## src/rtl/swtq_pkg.sv

```systemverilog
// ============================================================================
// swtq_pkg: shared types and constants of the sorted wake-time queue
// Holds the command codes, result kinds and the request record that travels
// from the front part to the back part.
// ============================================================================
package swtq_pkg;

   // Field widths fixed by the interface.
   localparam int TASK_W = 4;
   localparam int TIME_W = 32;

   // Task ids at or above this count are not accepted for insertion.
   localparam int TASK_COUNT = 16;

   // Most tasks woken by one check request.
   localparam int MAX_RESULTS = 8;
   localparam int WAKE_CNT_W  = $clog2(MAX_RESULTS);

   // Request queue between front and back; depth must be a power of two.
   localparam int FIFO_DEPTH = 2;
   localparam int FIFO_PTR_W = $clog2(FIFO_DEPTH);
   localparam int FIFO_CNT_W = $clog2(FIFO_DEPTH + 1);

   typedef enum logic [0:0] {
      OP_INSERT = 1'b0,
      OP_CHECK  = 1'b1
   } op_type;

   typedef enum logic [0:0] {
      KIND_WAKE = 1'b0,
      KIND_DROP = 1'b1
   } kind_type;

   // One queued request. The tick is the wake time for an insert and the
   // current time for a check.
   typedef struct packed {
      op_type              op;
      logic [TASK_W-1:0]   task_id;
      logic [TIME_W-1:0]   tick;
   } cmd_type;

   typedef struct packed {
      logic    valid;
      cmd_type cmd;
   } head_type;

endpackage

```

## src/rtl/sorted_wake_time_queue.sv

```systemverilog
// ============================================================================
// sorted_wake_time_queue: wake-time sorted sleeper queue
// Keeps sleeping tasks ordered by wake tick and reports woken and dropped
// tasks.
// ============================================================================
//
// A request is taken when start is high and busy is low; the receiver of
// results cannot stall, so every result appears for exactly one cycle with
// rsp_strobe high and must be captured then. Requests land in a two-entry
// queue, so up to two may be taken while earlier work is still going on, and
// busy rises only when that queue is full. In an insert, all slots of the
// slot list compare their wake tick to the new one at once, and
// the list shifts open behind the last entry whose tick is equal or earlier.
// If the list is full, either the new task (when no slot is later) or the
// displaced tail is reported with rsp_kind set to drop. Inserts with task ids
// at or above the task count are discarded at intake and give no result. A
// check wakes at most eight tasks, one at a time through the single head-pop
// path of the slot list, and gives no result when nothing is due.
// Each woken task is reported in wake order with rsp_kind clear, and
// rsp_last marks the final result of a request; drop results always carry
// rsp_last. A check that pops eight tasks leaves further due tasks for the
// next check. Times compare as plain unsigned numbers without wrap handling.
// After reset the queue is empty; no clearing pass is needed.
//
module sorted_wake_time_queue #(
   parameter int QUEUE_DEPTH = 8
) (
   input  logic                                clock,
   input  logic                                reset,
   input  logic                                start,
   output logic                                busy,
   input  logic                                req_command,
   input  logic [swtq_pkg::TASK_W-1:0]         req_task_id,
   input  logic [swtq_pkg::TIME_W-1:0]         req_wake_time,
   input  logic [swtq_pkg::TIME_W-1:0]         req_now_time,
   output logic                                rsp_strobe,
   output logic                                rsp_kind,
   output logic [swtq_pkg::TASK_W-1:0]         rsp_out_task,
   output logic                                rsp_last
);

   swtq_pkg::head_type        head;
   logic                      pop;
   logic [QUEUE_DEPTH-1:0]    slot_used;

   // Front part: intake, filtering and request buffering.
   swtq_front u_front (
      .clock         (clock),
      .reset         (reset),
      .start         (start),
      .busy          (busy),
      .req_command   (req_command),
      .req_task_id   (req_task_id),
      .req_wake_time (req_wake_time),
      .req_now_time  (req_now_time),
      .pop           (pop),
      .head          (head)
   );

   // Back part: the sorted slot list and the result register.
   swtq_back #(
      .QUEUE_DEPTH (QUEUE_DEPTH)
   ) u_back (
      .clock        (clock),
      .reset        (reset),
      .head         (head),
      .pop          (pop),
      .slot_used    (slot_used),
      .rsp_strobe   (rsp_strobe),
      .rsp_kind     (rsp_kind),
      .rsp_out_task (rsp_out_task),
      .rsp_last     (rsp_last)
   );

`ifndef NO_ASSERTIONS
   // Occupied slots always form a prefix of the slot list.
   assert property (@(posedge clock) disable iff (reset)
      (slot_used & (slot_used + {{(QUEUE_DEPTH-1){1'b0}}, 1'b1})) == '0)
      else $error("slot occupancy is not a prefix");

   // A drop result is always the only, and so the final, result of a request.
   assert property (@(posedge clock) disable iff (reset)
      (rsp_strobe && (rsp_kind == 1'(swtq_pkg::KIND_DROP))) |-> rsp_last)
      else $error("drop result without last");

   // A result is only produced for a request that was waiting in the queue.
   assert property (@(posedge clock) disable iff (reset)
      rsp_strobe |-> $past(head.valid))
      else $error("result without a pending request");

   // A woken task always comes from an occupied head slot, so it empties
   // the list or leaves the occupancy shifted down by one.
   assert property (@(posedge clock) disable iff (reset)
      (rsp_strobe && (rsp_kind == 1'(swtq_pkg::KIND_WAKE))) |->
      ($countones(slot_used) + 1 == $countones($past(slot_used))))
      else $error("wake without a head pop");
`endif

endmodule

```

## src/rtl/swtq_front.sv

```systemverilog
// ============================================================================
// swtq_front: request intake of the sorted wake-time queue
// Accepts requests, discards inserts of out-of-range task ids and buffers the
// rest in a short queue for the back part.
// ============================================================================
module swtq_front (
   input  logic                                clock,
   input  logic                                reset,
   input  logic                                start,
   output logic                                busy,
   input  logic                                req_command,
   input  logic [swtq_pkg::TASK_W-1:0]         req_task_id,
   input  logic [swtq_pkg::TIME_W-1:0]         req_wake_time,
   input  logic [swtq_pkg::TIME_W-1:0]         req_now_time,
   input  logic                                pop,
   output swtq_pkg::head_type                  head
);

   swtq_pkg::cmd_type                     entry_ff [swtq_pkg::FIFO_DEPTH];
   swtq_pkg::cmd_type                     new_cmd;
   logic [swtq_pkg::FIFO_PTR_W-1:0]       wr_ptr_ff, wr_ptr_in;
   logic [swtq_pkg::FIFO_PTR_W-1:0]       rd_ptr_ff, rd_ptr_in;
   logic [swtq_pkg::FIFO_CNT_W-1:0]       count_ff, count_in;
   logic                                  ignored;
   logic                                  push;
   logic                                  do_pop;

   always_comb begin
      new_cmd.op      = (req_command == 1'(swtq_pkg::OP_CHECK)) ?
                        swtq_pkg::OP_CHECK : swtq_pkg::OP_INSERT;
      new_cmd.task_id = req_task_id;
      new_cmd.tick    = (new_cmd.op == swtq_pkg::OP_CHECK) ? req_now_time : req_wake_time;
   end

   assign ignored = (new_cmd.op == swtq_pkg::OP_INSERT) &&
                    (int'(req_task_id) >= swtq_pkg::TASK_COUNT);
   assign busy    = (count_ff == swtq_pkg::FIFO_CNT_W'(swtq_pkg::FIFO_DEPTH));
   assign push    = start && !busy && !ignored;
   assign do_pop  = pop && (count_ff != '0);

   always_comb begin
      wr_ptr_in = push   ? wr_ptr_ff + 1'b1 : wr_ptr_ff;
      rd_ptr_in = do_pop ? rd_ptr_ff + 1'b1 : rd_ptr_ff;
      count_in  = count_ff;
      if (push && !do_pop) begin
         count_in = count_ff + 1'b1;
      end else if (!push && do_pop) begin
         count_in = count_ff - 1'b1;
      end
   end

   always_ff @(posedge clock) begin
      if (reset) begin
         wr_ptr_ff <= '0;
         rd_ptr_ff <= '0;
         count_ff  <= '0;
      end else begin
         wr_ptr_ff <= wr_ptr_in;
         rd_ptr_ff <= rd_ptr_in;
         count_ff  <= count_in;
      end
   end

   always_ff @(posedge clock) begin
      if (push) begin
         entry_ff[wr_ptr_ff] <= new_cmd;
      end
   end

   assign head.valid = (count_ff != '0);
   assign head.cmd   = entry_ff[rd_ptr_ff];

endmodule

```

## src/rtl/swtq_back.sv

```systemverilog
// ============================================================================
// swtq_back: slot list of the sorted wake-time queue
// A row of slot cells kept sorted by wake time. Inserts go into all cells at
// once; a check pops one due head entry per cycle.
// ============================================================================
module swtq_back #(
   parameter int QUEUE_DEPTH = 8
) (
   input  logic                                clock,
   input  logic                                reset,
   input  swtq_pkg::head_type                  head,
   output logic                                pop,
   output logic [QUEUE_DEPTH-1:0]              slot_used,
   output logic                                rsp_strobe,
   output logic                                rsp_kind,
   output logic [swtq_pkg::TASK_W-1:0]         rsp_out_task,
   output logic                                rsp_last
);

   logic [swtq_pkg::TASK_W-1:0]      task_ff [QUEUE_DEPTH];
   logic [swtq_pkg::TASK_W-1:0]      task_in [QUEUE_DEPTH];
   logic [swtq_pkg::TIME_W-1:0]      time_ff [QUEUE_DEPTH];
   logic [swtq_pkg::TIME_W-1:0]      time_in [QUEUE_DEPTH];
   logic [QUEUE_DEPTH-1:0]           used_ff, used_in;
   logic [QUEUE_DEPTH-1:0]           keep;
   logic [swtq_pkg::WAKE_CNT_W-1:0]  wake_cnt_ff, wake_cnt_in;
   logic                             strobe_ff, strobe_in;
   logic                             kind_ff, kind_in;
   logic [swtq_pkg::TASK_W-1:0]      out_task_ff, out_task_in;
   logic                             last_ff, last_in;
   logic                             is_insert;
   logic                             is_check;
   logic                             head_due;
   logic                             next_due;
   logic                             at_limit;
   logic                             wake_last;

   // A cell keeps its entry when it is occupied and not later than the new
   // wake time; since the list is sorted these cells form a prefix.
   always_comb begin
      for (int i = 0; i < QUEUE_DEPTH; i++) begin
         keep[i] = used_ff[i] && (time_ff[i] <= head.cmd.tick);
      end
   end

   assign is_insert = head.valid && (head.cmd.op == swtq_pkg::OP_INSERT);
   assign is_check  = head.valid && (head.cmd.op == swtq_pkg::OP_CHECK);
   assign head_due  = used_ff[0] && (head.cmd.tick >= time_ff[0]);
   assign next_due  = used_ff[1] && (head.cmd.tick >= time_ff[1]);
   assign at_limit  = (wake_cnt_ff == swtq_pkg::WAKE_CNT_W'(swtq_pkg::MAX_RESULTS - 1));
   assign wake_last = at_limit || !next_due;

   always_comb begin
      task_in     = task_ff;
      time_in     = time_ff;
      used_in     = used_ff;
      wake_cnt_in = wake_cnt_ff;
      strobe_in   = 1'b0;
      kind_in     = 1'(swtq_pkg::KIND_WAKE);
      out_task_in = task_ff[0];
      last_in     = 1'b0;
      pop         = 1'b0;

      if (is_insert) begin
         pop = 1'b1;
         if (keep[QUEUE_DEPTH-1]) begin
            // Every slot is at or before the new time: the new task is dropped.
            strobe_in   = 1'b1;
            kind_in     = 1'(swtq_pkg::KIND_DROP);
            out_task_in = head.cmd.task_id;
            last_in     = 1'b1;
         end else begin
            if (used_ff[QUEUE_DEPTH-1]) begin
               // Full list: the tail entry falls off the end.
               strobe_in   = 1'b1;
               kind_in     = 1'(swtq_pkg::KIND_DROP);
               out_task_in = task_ff[QUEUE_DEPTH-1];
               last_in     = 1'b1;
            end
            if (!keep[0]) begin
               task_in[0] = head.cmd.task_id;
               time_in[0] = head.cmd.tick;
            end
            for (int i = 1; i < QUEUE_DEPTH; i++) begin
               if (!keep[i]) begin
                  if (keep[i-1]) begin
                     task_in[i] = head.cmd.task_id;
                     time_in[i] = head.cmd.tick;
                  end else begin
                     task_in[i] = task_ff[i-1];
                     time_in[i] = time_ff[i-1];
                  end
               end
            end
            used_in = used_ff | {used_ff[QUEUE_DEPTH-2:0], 1'b1};
         end
      end else if (is_check) begin
         if (head_due) begin
            strobe_in   = 1'b1;
            kind_in     = 1'(swtq_pkg::KIND_WAKE);
            out_task_in = task_ff[0];
            last_in     = wake_last;
            for (int i = 0; i < QUEUE_DEPTH - 1; i++) begin
               task_in[i] = task_ff[i+1];
               time_in[i] = time_ff[i+1];
            end
            used_in = {1'b0, used_ff[QUEUE_DEPTH-1:1]};
            if (wake_last) begin
               pop         = 1'b1;
               wake_cnt_in = '0;
            end else begin
               wake_cnt_in = wake_cnt_ff + 1'b1;
            end
         end else begin
            pop         = 1'b1;
            wake_cnt_in = '0;
         end
      end
   end

   always_ff @(posedge clock) begin
      if (reset) begin
         used_ff     <= '0;
         wake_cnt_ff <= '0;
         strobe_ff   <= 1'b0;
      end else begin
         used_ff     <= used_in;
         wake_cnt_ff <= wake_cnt_in;
         strobe_ff   <= strobe_in;
      end
   end

   always_ff @(posedge clock) begin
      task_ff     <= task_in;
      time_ff     <= time_in;
      kind_ff     <= kind_in;
      out_task_ff <= out_task_in;
      last_ff     <= last_in;
   end

   assign slot_used    = used_ff;
   assign rsp_strobe   = strobe_ff;
   assign rsp_kind     = kind_ff;
   assign rsp_out_task = out_task_ff;
   assign rsp_last     = last_ff;

endmodule

```

## config.mk

```make
export PLATFORM = sky130hd
export DESIGN_NAME = sorted_wake_time_queue
export DESIGN_NICKNAME = d
export VERILOG_FILES = /design/src/rtl/swtq_pkg.sv /design/src/rtl/sorted_wake_time_queue.sv /design/src/rtl/swtq_front.sv /design/src/rtl/swtq_back.sv
export SDC_FILE = /design/constraint.sdc
export NUM_CORES = 1
export LEC_CHECK = 0
export BUFFER_PORTS_ARGS = -buffer_cell sky130_fd_sc_hd__buf_2
export CAP_MARGIN = 20
export CORE_ASPECT_RATIO = 0.6
export CORE_MARGIN = 1
export CORE_UTILIZATION = 41
export CTS_CLUSTER_SIZE = 25
export DETAILED_ROUTE_END_ITERATION = 8
export SETUP_SLACK_MARGIN = 0.2
export SKIP_LAST_GASP = 1
export SLEW_MARGIN = 20
export SYNTH_ARGS = -nofsm -noshare
export SYNTH_HDL_FRONTEND = slang
export SYNTH_SLANG_ARGS = --single-unit
```

## constraint.sdc

```tcl
create_clock -name clock -period 9.4 [get_ports clock]
set_input_delay 0.47 -clock clock [delete_from_list [all_inputs] [get_ports clock]]
set_output_delay 0.47 -clock clock [all_outputs]
set_load 0.03 [all_outputs]
```

; Word level (Yosys, flattened, before mapping)
; Memories as Yosys holds them, arrays and structs flattened. A register that Yosys moved wholly into a read port is not among the register bits.
; Index checks and enable logic that the tools add are counted.
[totals]
regBits = 310
latch_bits = 0
ram_bits = 74
mem_bits_ro = 0
out_inout_bits = 8
word_cells = 155
mem_count = 1
[classes]
n_addsub = 5
n_mul = 0
n_div = 0
n_lt_le_gt_ge = 10
eq_ne = 10
shifts = 0
mux = 65
bitwise = 4
n_reduce_logical = 35
[memory_table]
columns = name, words, word_bits, rd, rd_clocked_by_memory_dff, write_ports, line
row1 = u_front.entry_ff, 2, 37, 1, 1, 1, swtq_front.sv:19  ; swtq_pkg::cmd_type entry_ff [swtq_pkg::FIFO_DEPTH];
[op_table]
columns = op, n
row1 = 224-bit 2-to-1 mux, 3
row2 = 32-bit 2-to-1 mux, 16
row3 = 32-bit less-or-equal comparator, 8
row4 = 256-bit 2-to-1 mux, 1
row5 = 28-bit 2-to-1 mux, 3
row6 = 4-bit 2-to-1 mux, 17
row7 = 32-bit >= comparator, 2
row8 = 8-bit 2-to-1 mux, 4
row9 = 4-bit AND reduction, 7
row10 = 1-bit 2-to-1 mux, 17
row11 = 1-bit logical AND, 16
row12 = 2-bit inequality test (second input constant), 8
row13 = 8-bit bitwise OR, 1
row14 = 2-bit nonzero test, 4
row15 = 3-bit 2-to-1 mux, 2
row16 = 1-bit zero test, 4
row17 = 2-bit 2-to-1 mux, 2
row18 = 2-bit AND reduction, 2
row19 = 3-bit by 1-bit adder with 3-bit output (second input constant), 1
row20 = 3-bit == test (second input constant), 1
row21 = 1-bit NOT, 3
row22 = 3-bit AND reduction, 1
row23 = 1-bit adder (second input constant), 2
row24 = 2-bit by 1-bit adder with 2-bit output (second input constant), 1
row25 = 3 further kinds, 3

; Depth between registers and ports, before layout
; Gate-level depths: netlist of the first run.
[logic_depth]
ltp_word = 12
mapped_depth = 17
ltp_nobuf = 14

; Hierarchy
; A second synthesis of the first run with hierarchy kept.
[hier_totals]
hier_cells = 2161
area_unflattened_um2 = 23870.4
[by_module_without_submodules]
columns = mod, instances, cells_each, area_per_inst_um2, seq_area_each_um2
row1 = swtq_back, 1, 1985, 20597.3, 9008.6
row2 = swtq_front, 1, 176, 3273.1, 2322.2

; Least setup slack after synthesis of the first run
; No wires, ideal clock.
[synth_timing]
path_kind = register to register
from = reg with a tool-made name
to = reg u_back.task_ff[28] (netlist bit), enable pin
t_arrival_ns = 5.311
required_time_ns = 8.959
path_slack_ns = 3.648
stages_incl_launch_ff = 14
path_cell_list = dfxtp_1 -> clkbuf_1 -> buf_1 -> mux2i_1 -> inv_1 -> ha_1 -> a21o_1 -> a2111oi_0 -> a211oi_1 -> a221o_1 -> a21o_1 -> buf_2 -> buf_2 -> a21oi_1
[synth_lines]
columns = element, line
row1 = to (signal assigned), swtq_back.sv:134  ; task_ff <= task_in;
row2 = to (decl), swtq_back.sv:20  ; logic [swtq_pkg::TASK_W-1:0] task_ff [QUEUE_DEPTH];

==> flow_summary.ini, run 1 <==
[run_status]
status = finished clean

[synthesis]
avgSynthCellArea_sq_um = 11.2
synth.top_cells.by_count = edfxtp_1 (362), ha_1 (259), nand2_1 (187)
syn-cell-area_sq_um = 24100
async_flop_share = 0
ys_warn_count = 0
synth_edf_count = 362
yosysTopAreaCellShare = 0.450
yosysMostFrequentCell = edfxtp_1
ys_ff_latch = 385
ys_seq_area_frac = 0.469
synthCells = 2158
yosysTopAreaCell = edfxtp_1
yosys-top-cells-area = edfxtp_1 (45%), ha_1 (13%), mux2i_1 (7.5%)
synthFlopType = edfxtp_1
ys_types = 68
synth_fp_nets = 2489

[sta]
setup_tns_ps = 0
max_freq_mhz = 150
fin_crit_ps = 6670
min_period_over_period = 0.710
finalSetupViolCount = 0
max_slew_margin = 0.224
tightest_slew_ps = 1150
rsz0062_at_grt = false
maxSlewViolCount = 0
hold_viol_final = 0
clock_skew_ps = 21.7

[floorplan]
start_util = 0.417
core-area_sq_um = 57900
chipHeight_um = 190
rows = 68
io_pins = 80
die_area_sq_um = 59900
die_x_um = 315

[global_routing]
grt_pass1_vias = 18100
grt_overflow = 0
grt_start_max_net_pins = 88
antenna_found_initial = 1
grt_use_total = 0.258
grt_first_pass_wirelength_um = 116000

[clock_tree]
clk_pin_slew_ps = 70
clk_path_buf_depth = 3
clock_latency_ps = 570
cts-root-buf = clkbuf_16
cts.sinks = 385
numCtsBuffers = 39
hold_buffers = 0
htreeDepth = 2
ctsResizeCount = 0
post_cts_buffers = 0
cts_tree = yes

[routing]
drcViolationCount = 0
drt_iter0_drc = 2409
avgViaCountPerCell = 6.23
dr.pass1.iters = 9
wl_per_cell_um = 25.9
ant_nets = 0
routed_wirelength_um = 77800
vias = 18700

[setup_path]
r2r-end = u_back.task_ff[9]
required_ps = 9610
start_kind = flip-flop
cp.arrival_ps = 6880
crit_path_max_fanout = 55
end_kind = flip-flop
critPathKind = reg2reg
ff2ff_path_depth = 10
rrSetupSlack_ps = 2730

[power_and_ir_drop]
ir_drop_v = 0.000222
p_total_uw = 9970
seq_power_share = 0.347
power_frac_comb = 0.497
p_leak_uw = 0.0105
netSwitchingFraction = 0.441
p_int_uw = 5580
p_sw_uw = 4400
clockPowerShare = 0.155
power.density_nw_per_um2 = 375

[finish]
area_growth_pct = 10.2
fillCellCount = 5313
final_layout_size_suffix_gt1_frac = 0.127
nets = 2538
n_antenna_cell = 0

[worst_hold_path]
worstHoldStart = req_task_id[0]
hold_class = in2reg
hold_depth = 1
whs_endpoint = u_front.entry_ff[0][32]

[run]
drv_cap = 0

[placement]
place_congestion = 0.926
io_buffers = 79
place_hpwl_um = 52900
## how the worst max path moves through the flow
stage | slack [ps] | start | to | cells past startpoint
after floorplan | 3650 | flip-flop | u_back.task_ff[28] | 13
after global placement | 2880 | flip-flop | u_back.time_ff[70] | 12
after detailed placement | 2900 | flip-flop | u_back.time_ff[71] | 12
after CTS | 2860 | flip-flop | u_back.time_ff[65] | 12
after global routing | 2460 | flip-flop | u_back.time_ff[65] | 13
final | 2730 | flip-flop | u_back.task_ff[9] | 10
## power by group through the flow
| stage | sequential, uW | clock [uW] | combinational, uW |
|---|---|---|---|
| 6_report | 3460 | 1550 | 4960 |
| 4_1_cts | 3440 | 1560 | 4860 |
| 3_3_place_gp | 3460 | 0 | 4700 |
| 3_5_place_dp | 3470 | 0 | 4840 |
| 5_1_grt | 3520 | 1630 | 5400 |
| 2_1_floorplan | 3240 | 0 | 3320 |
## logic make-up after synthesis
group | after synthesis | share of synthesized area
compound gates | 582 | 0.155
buf+inv | 241 | 0.0436
mux | 254 | 0.109
flops | 385 | 0.469
simple gates | 434 | 0.0877
xor+xnor | 3 | 0.00109
fa+ha+maj | 259 | 0.134
## through the flow
stage | utilization | std cells | cell area [sq um] | hold slack, ps | worst slack [ps]
floorplan | - | 2158 | 24100 | 445 | 3650
global route | 0.460 | 2999 | 26600 | 87.0 | 2460
finish | 0.460 | 2999 | 26600 | 102 | 2730
global placement | 0.440 | 2936 | 25400 | 461 | 2880
CTS | 0.460 | 2999 | 26600 | 83.4 | 2860
detailed placement | 0.440 | 2936 | 25400 | 490 | 2900
## worst max-delay path, cell delays in order, from the launching register on
cell,delay (ps)
dfxtp_2,910
mux2i_1,990
ha_1,280
nand4_1,140
nor4_2,950
o41ai_1,330
a21o_4,450
inv_4,620
a21oi_2,320
a21oi_4,710
buf_4,520
## placed cells by master (no fill, tap or decap), types with 4 or more instances in the layout
cell | synthesis | final
o2111ai_1 | 5 | 5
edfxtp_1 | 362 | 362
dfxtp_1 | 23 | 22
buf_2 | 11 | 79
nand3_1 | 28 | 28
a21boi_0 | 4 | 4
a32o_1 | 70 | 70
inv_1 | 118 | 118
and4_1 | 6 | 4
o21ai_4 | 0 | 4
a2111oi_2 | 4 | 4
a211o_1 | 5 | 5
o22ai_1 | 37 | 37
o211ai_1 | 14 | 14
nand4_1 | 47 | 47
a21o_1 | 27 | 25
mux2i_1 | 182 | 182
o21ai_1 | 140 | 137
a2111oi_0 | 4 | 4
o41ai_1 | 4 | 4
nor4_1 | 8 | 7
nor2b_1 | 11 | 11
nor3_1 | 21 | 21
mux2_2 | 69 | 69
o21ai_0 | 119 | 118
buf_4 | 10 | 50
clkbuf_1 | 79 | 5
nor2_4 | 0 | 5
nor2_1 | 35 | 30
a211oi_1 | 20 | 20
or3_1 | 75 | 75
clkinv_1 | 0 | 5
o21a_1 | 12 | 12
nand2_1 | 187 | 186
nand2b_1 | 7 | 7
clkbuf_16 | 0 | 41
clkinv_2 | 0 | 8
a21oi_1 | 81 | 79
ha_1 | 259 | 259
## registers in the layout, summed over array words and instances (netlist names), named ones only
register and count:
u_back.time_ff 256, u_front.entry_ff 74, u_back.task_ff 32, u_back.slot_used 8
u_back.rsp_out_task 4, u_back.wake_cnt_ff 3, u_front.count_ff 2, u_back.rsp_kind 1
u_back.rsp_last 1, u_back.rsp_strobe 1, u_front.rd_ptr_ff 1, u_front.wr_ptr_ff 1
## area by class of cell
| cell class | count | area [sq um] | area share |
|---|---|---|---|
| clock buffer | 46 | 1040 | 0.0393 |
| clock inverter | 17 | 134 | 0.00503 |
| inverter | 120 | 453 | 0.0170 |
| multi-input combinational | 1532 | 11900 | 0.448 |
| sequential | 385 | 11300 | 0.426 |
| tap | 770 | 963 | 0.0362 |
| timing repair buffer | 129 | 771 | 0.0290 |
## routing by layer
metal,up-vias,GRT usage,part of all wire
met2,954,0.362,0.40
met3,92,0.0633,0.11
met5,-,0,0
li1,8441,-,-
met1,9207,0.395,0.47
met4,0,0.0565,0.018
No activity file was read; power rests on OpenSTA's default activity.
==> run 2: changes to the inputs <==
ABC_AREA = 1   (was default)
clock period = 6.2 ns   (was 9.4 ns; I/O delays follow)
==> run 2 against run 1 <==
Compared with the run above:
- fmax is 20% higher
- non-clock buffer count rose by 20
- die area grew 2.1%
- critical path type unchanged
- critical endpoint is now u_back.time_ff[92]
- largest cell class unchanged
==> flow_summary.ini, run 2 <==
[run_status]
status = finished clean

[routing]
routed_wirelength_um = 81000
vias = 21400
ant_nets = 0
drcViolationCount = 0
wl_per_cell_um = 21.4
dr.pass1.iters = 6
avgViaCountPerCell = 5.65
drt_iter0_drc = 2663

[clock_tree]
numCtsBuffers = 40
cts-root-buf = clkbuf_16
post_cts_buffers = 0
clock_latency_ps = 570
cts.sinks = 385
htreeDepth = 2
clk_path_buf_depth = 3
cts_tree = yes
clk_pin_slew_ps = 60

[setup_path]
ff2ff_path_depth = 18
start_kind = flip-flop
cp.arrival_ps = 5810
critPathKind = reg2reg
crit_path_max_fanout = 37
required_ps = 6460
end_kind = flip-flop

[synthesis]
synth_fp_nets = 3255
syn-cell-area_sq_um = 24700
synth_edf_count = 362
yosys-top-cells-area = edfxtp_1 (44%), nand2_1 (16%), ha_1 (13%)
ys_ff_latch = 385
async_flop_share = 0
yosysTopAreaCell = edfxtp_1
avgSynthCellArea_sq_um = 8.44
synthCells = 2924
ys_seq_area_frac = 0.459
yosysMostFrequentCell = nand2_1
yosysTopAreaCellShare = 0.441
ys_types = 34
synth.top_cells.by_count = nand2_1 (1058), edfxtp_1 (362), ha_1 (259)
synthFlopType = edfxtp_1
ys_warn_count = 0

[sta]
finalSetupViolCount = 0
setup_tns_ps = 0
min_period_over_period = 0.895
clock_skew_ps = 23.9
max_freq_mhz = 180
setup_slack_ps = 650
fin_crit_ps = 5550
maxSlewViolCount = 0
hold_viol_final = 0
tightest_slew_ps = 1350
rsz0062_at_grt = false
max_slew_margin = 0.0986

[placement]
place_ws_ps = 448
dp_cells = 3712
place_congestion = 1.01
io_buffers = 79
place_hpwl_um = 55500

[finish]
seqCellArea_sq_um = 11300
multiInputGateArea_sq_um = 12100
fillCellCount = 5690
largest_register = u_back.time_ff
largest_register_ffs = 256
reg_top3 = u_back.time_ff x256, u_front.entry_ff x74, u_back.task_ff x32
nets = 3309
area_growth_pct = 11.3
final_common_cell = nand2_1
final_layout_size_suffix_gt1_frac = 0.0981
instances_no_fill = 3788
utilization = 0.463
n_antenna_cell = 0
mostFrequentLayoutCells = nand2_1 (1055), edfxtp_1 (362), ha_1 (259)

[global_routing]
busiest_layer = met1
grt_use_total = 0.261
grt_overflow = 0
grt_start_max_net_pins = 189
grt_first_pass_wirelength_um = 122000
antenna_found_initial = 1
use_met1 = 0.390
grt_pass1_vias = 20200
use_met2 = 0.360
use_met3 = 0.0828

[floorplan]
die_area_sq_um = 61200
chipHeight_um = 192
core-area_sq_um = 59300
start_util = 0.416
rows = 69
die_x_um = 319
io_pins = 80

[worst_hold_path]
hold_depth = 2
worstHoldStart = req_now_time[16]
hold_class = in2reg

[run]
drv_cap = 0
## run 2: changes by cell type after synthesis, sizes merged, moves of 34 or more
cell   change
nand2    +874
mux2i    -178
nand3    +146
inv       +89
or3       -75
a32o      -70
nor2      +67
a21oi     +44
mux2      -40
or2       +34
## run 2: repair_timing
item                                   4_1_cts  5_1_grt
resized for setup                            0        0
endpoints found under the hold margin       11        0
hold buffers                                 5        0
## run 2: per-stage QoR
stage | instance area, sq um | hold WS (ps)
CTS | 27400 | 40.7
global route | 27400 | 54.4
global placement | 26100 | 459
floorplan | 24700 | 379
detailed placement | 26100 | 468
finish | 27400 | 62.4
## run 2: final timing paths
check                       endpoint  slack [ps]
max               u_back.time_ff[92]         650
min          u_front.entry_ff[0][16]          60
max reg2reg       u_back.time_ff[92]         650
min reg2reg    u_back.wake_cnt_ff[1]         480
## run 2: cell type report
cell class	count	share of cell area
clock buffer	52	0.0397
clock inverter	19	0.00752
inverter	209	0.0288
multi-input combinational	2193	0.439
sequential	385	0.413
tap	781	0.0356
timing repair buffer	149	0.0363
## run 2: layer usage
layer	wire, um	vias to the layer above	part of all wire
met3	10200	111	0.13
met2	31700	1077	0.39
met4	1610	2	0.020
li1	-	10100	-
met5	64	-	0.00079
met1	37400	10100	0.46
## run 2: logic make-up (layout without fill, tap and decap cells)
group | count (synthesis) | in the layout | synth area share
flip-flops | 385 | 385 | 0.459
multiplexers | 36 | 36 | 0.0162
adder cells (fa/ha/maj) | 259 | 259 | 0.131
AND/OR/NAND/NOR | 1413 | 1413 | 0.232
buffers and inverters | 346 | 429 | 0.0563
AO/OA/AOI/OAI | 485 | 485 | 0.105
## run 2: critical path, cell delays in order, from the launching register on
cell and delay (ps):
dfxtp_1 340, inv_2 230, or2_2 360, o21ai_1 590, inv_1 360, ha_1 380, nand2_1 70, nor2_1 180
nand2_1 100, nor2_1 300, nand4_1 140, nand3_1 280, nand2_1 190, inv_2 90, nand2_1 240, nand2_2 190
inv_2 190, a21oi_4 650, buf_12 280
Power of run 2 is not shown: default switching activity piles up to over one toggle a cycle in this logic, so the estimate is an artifact.
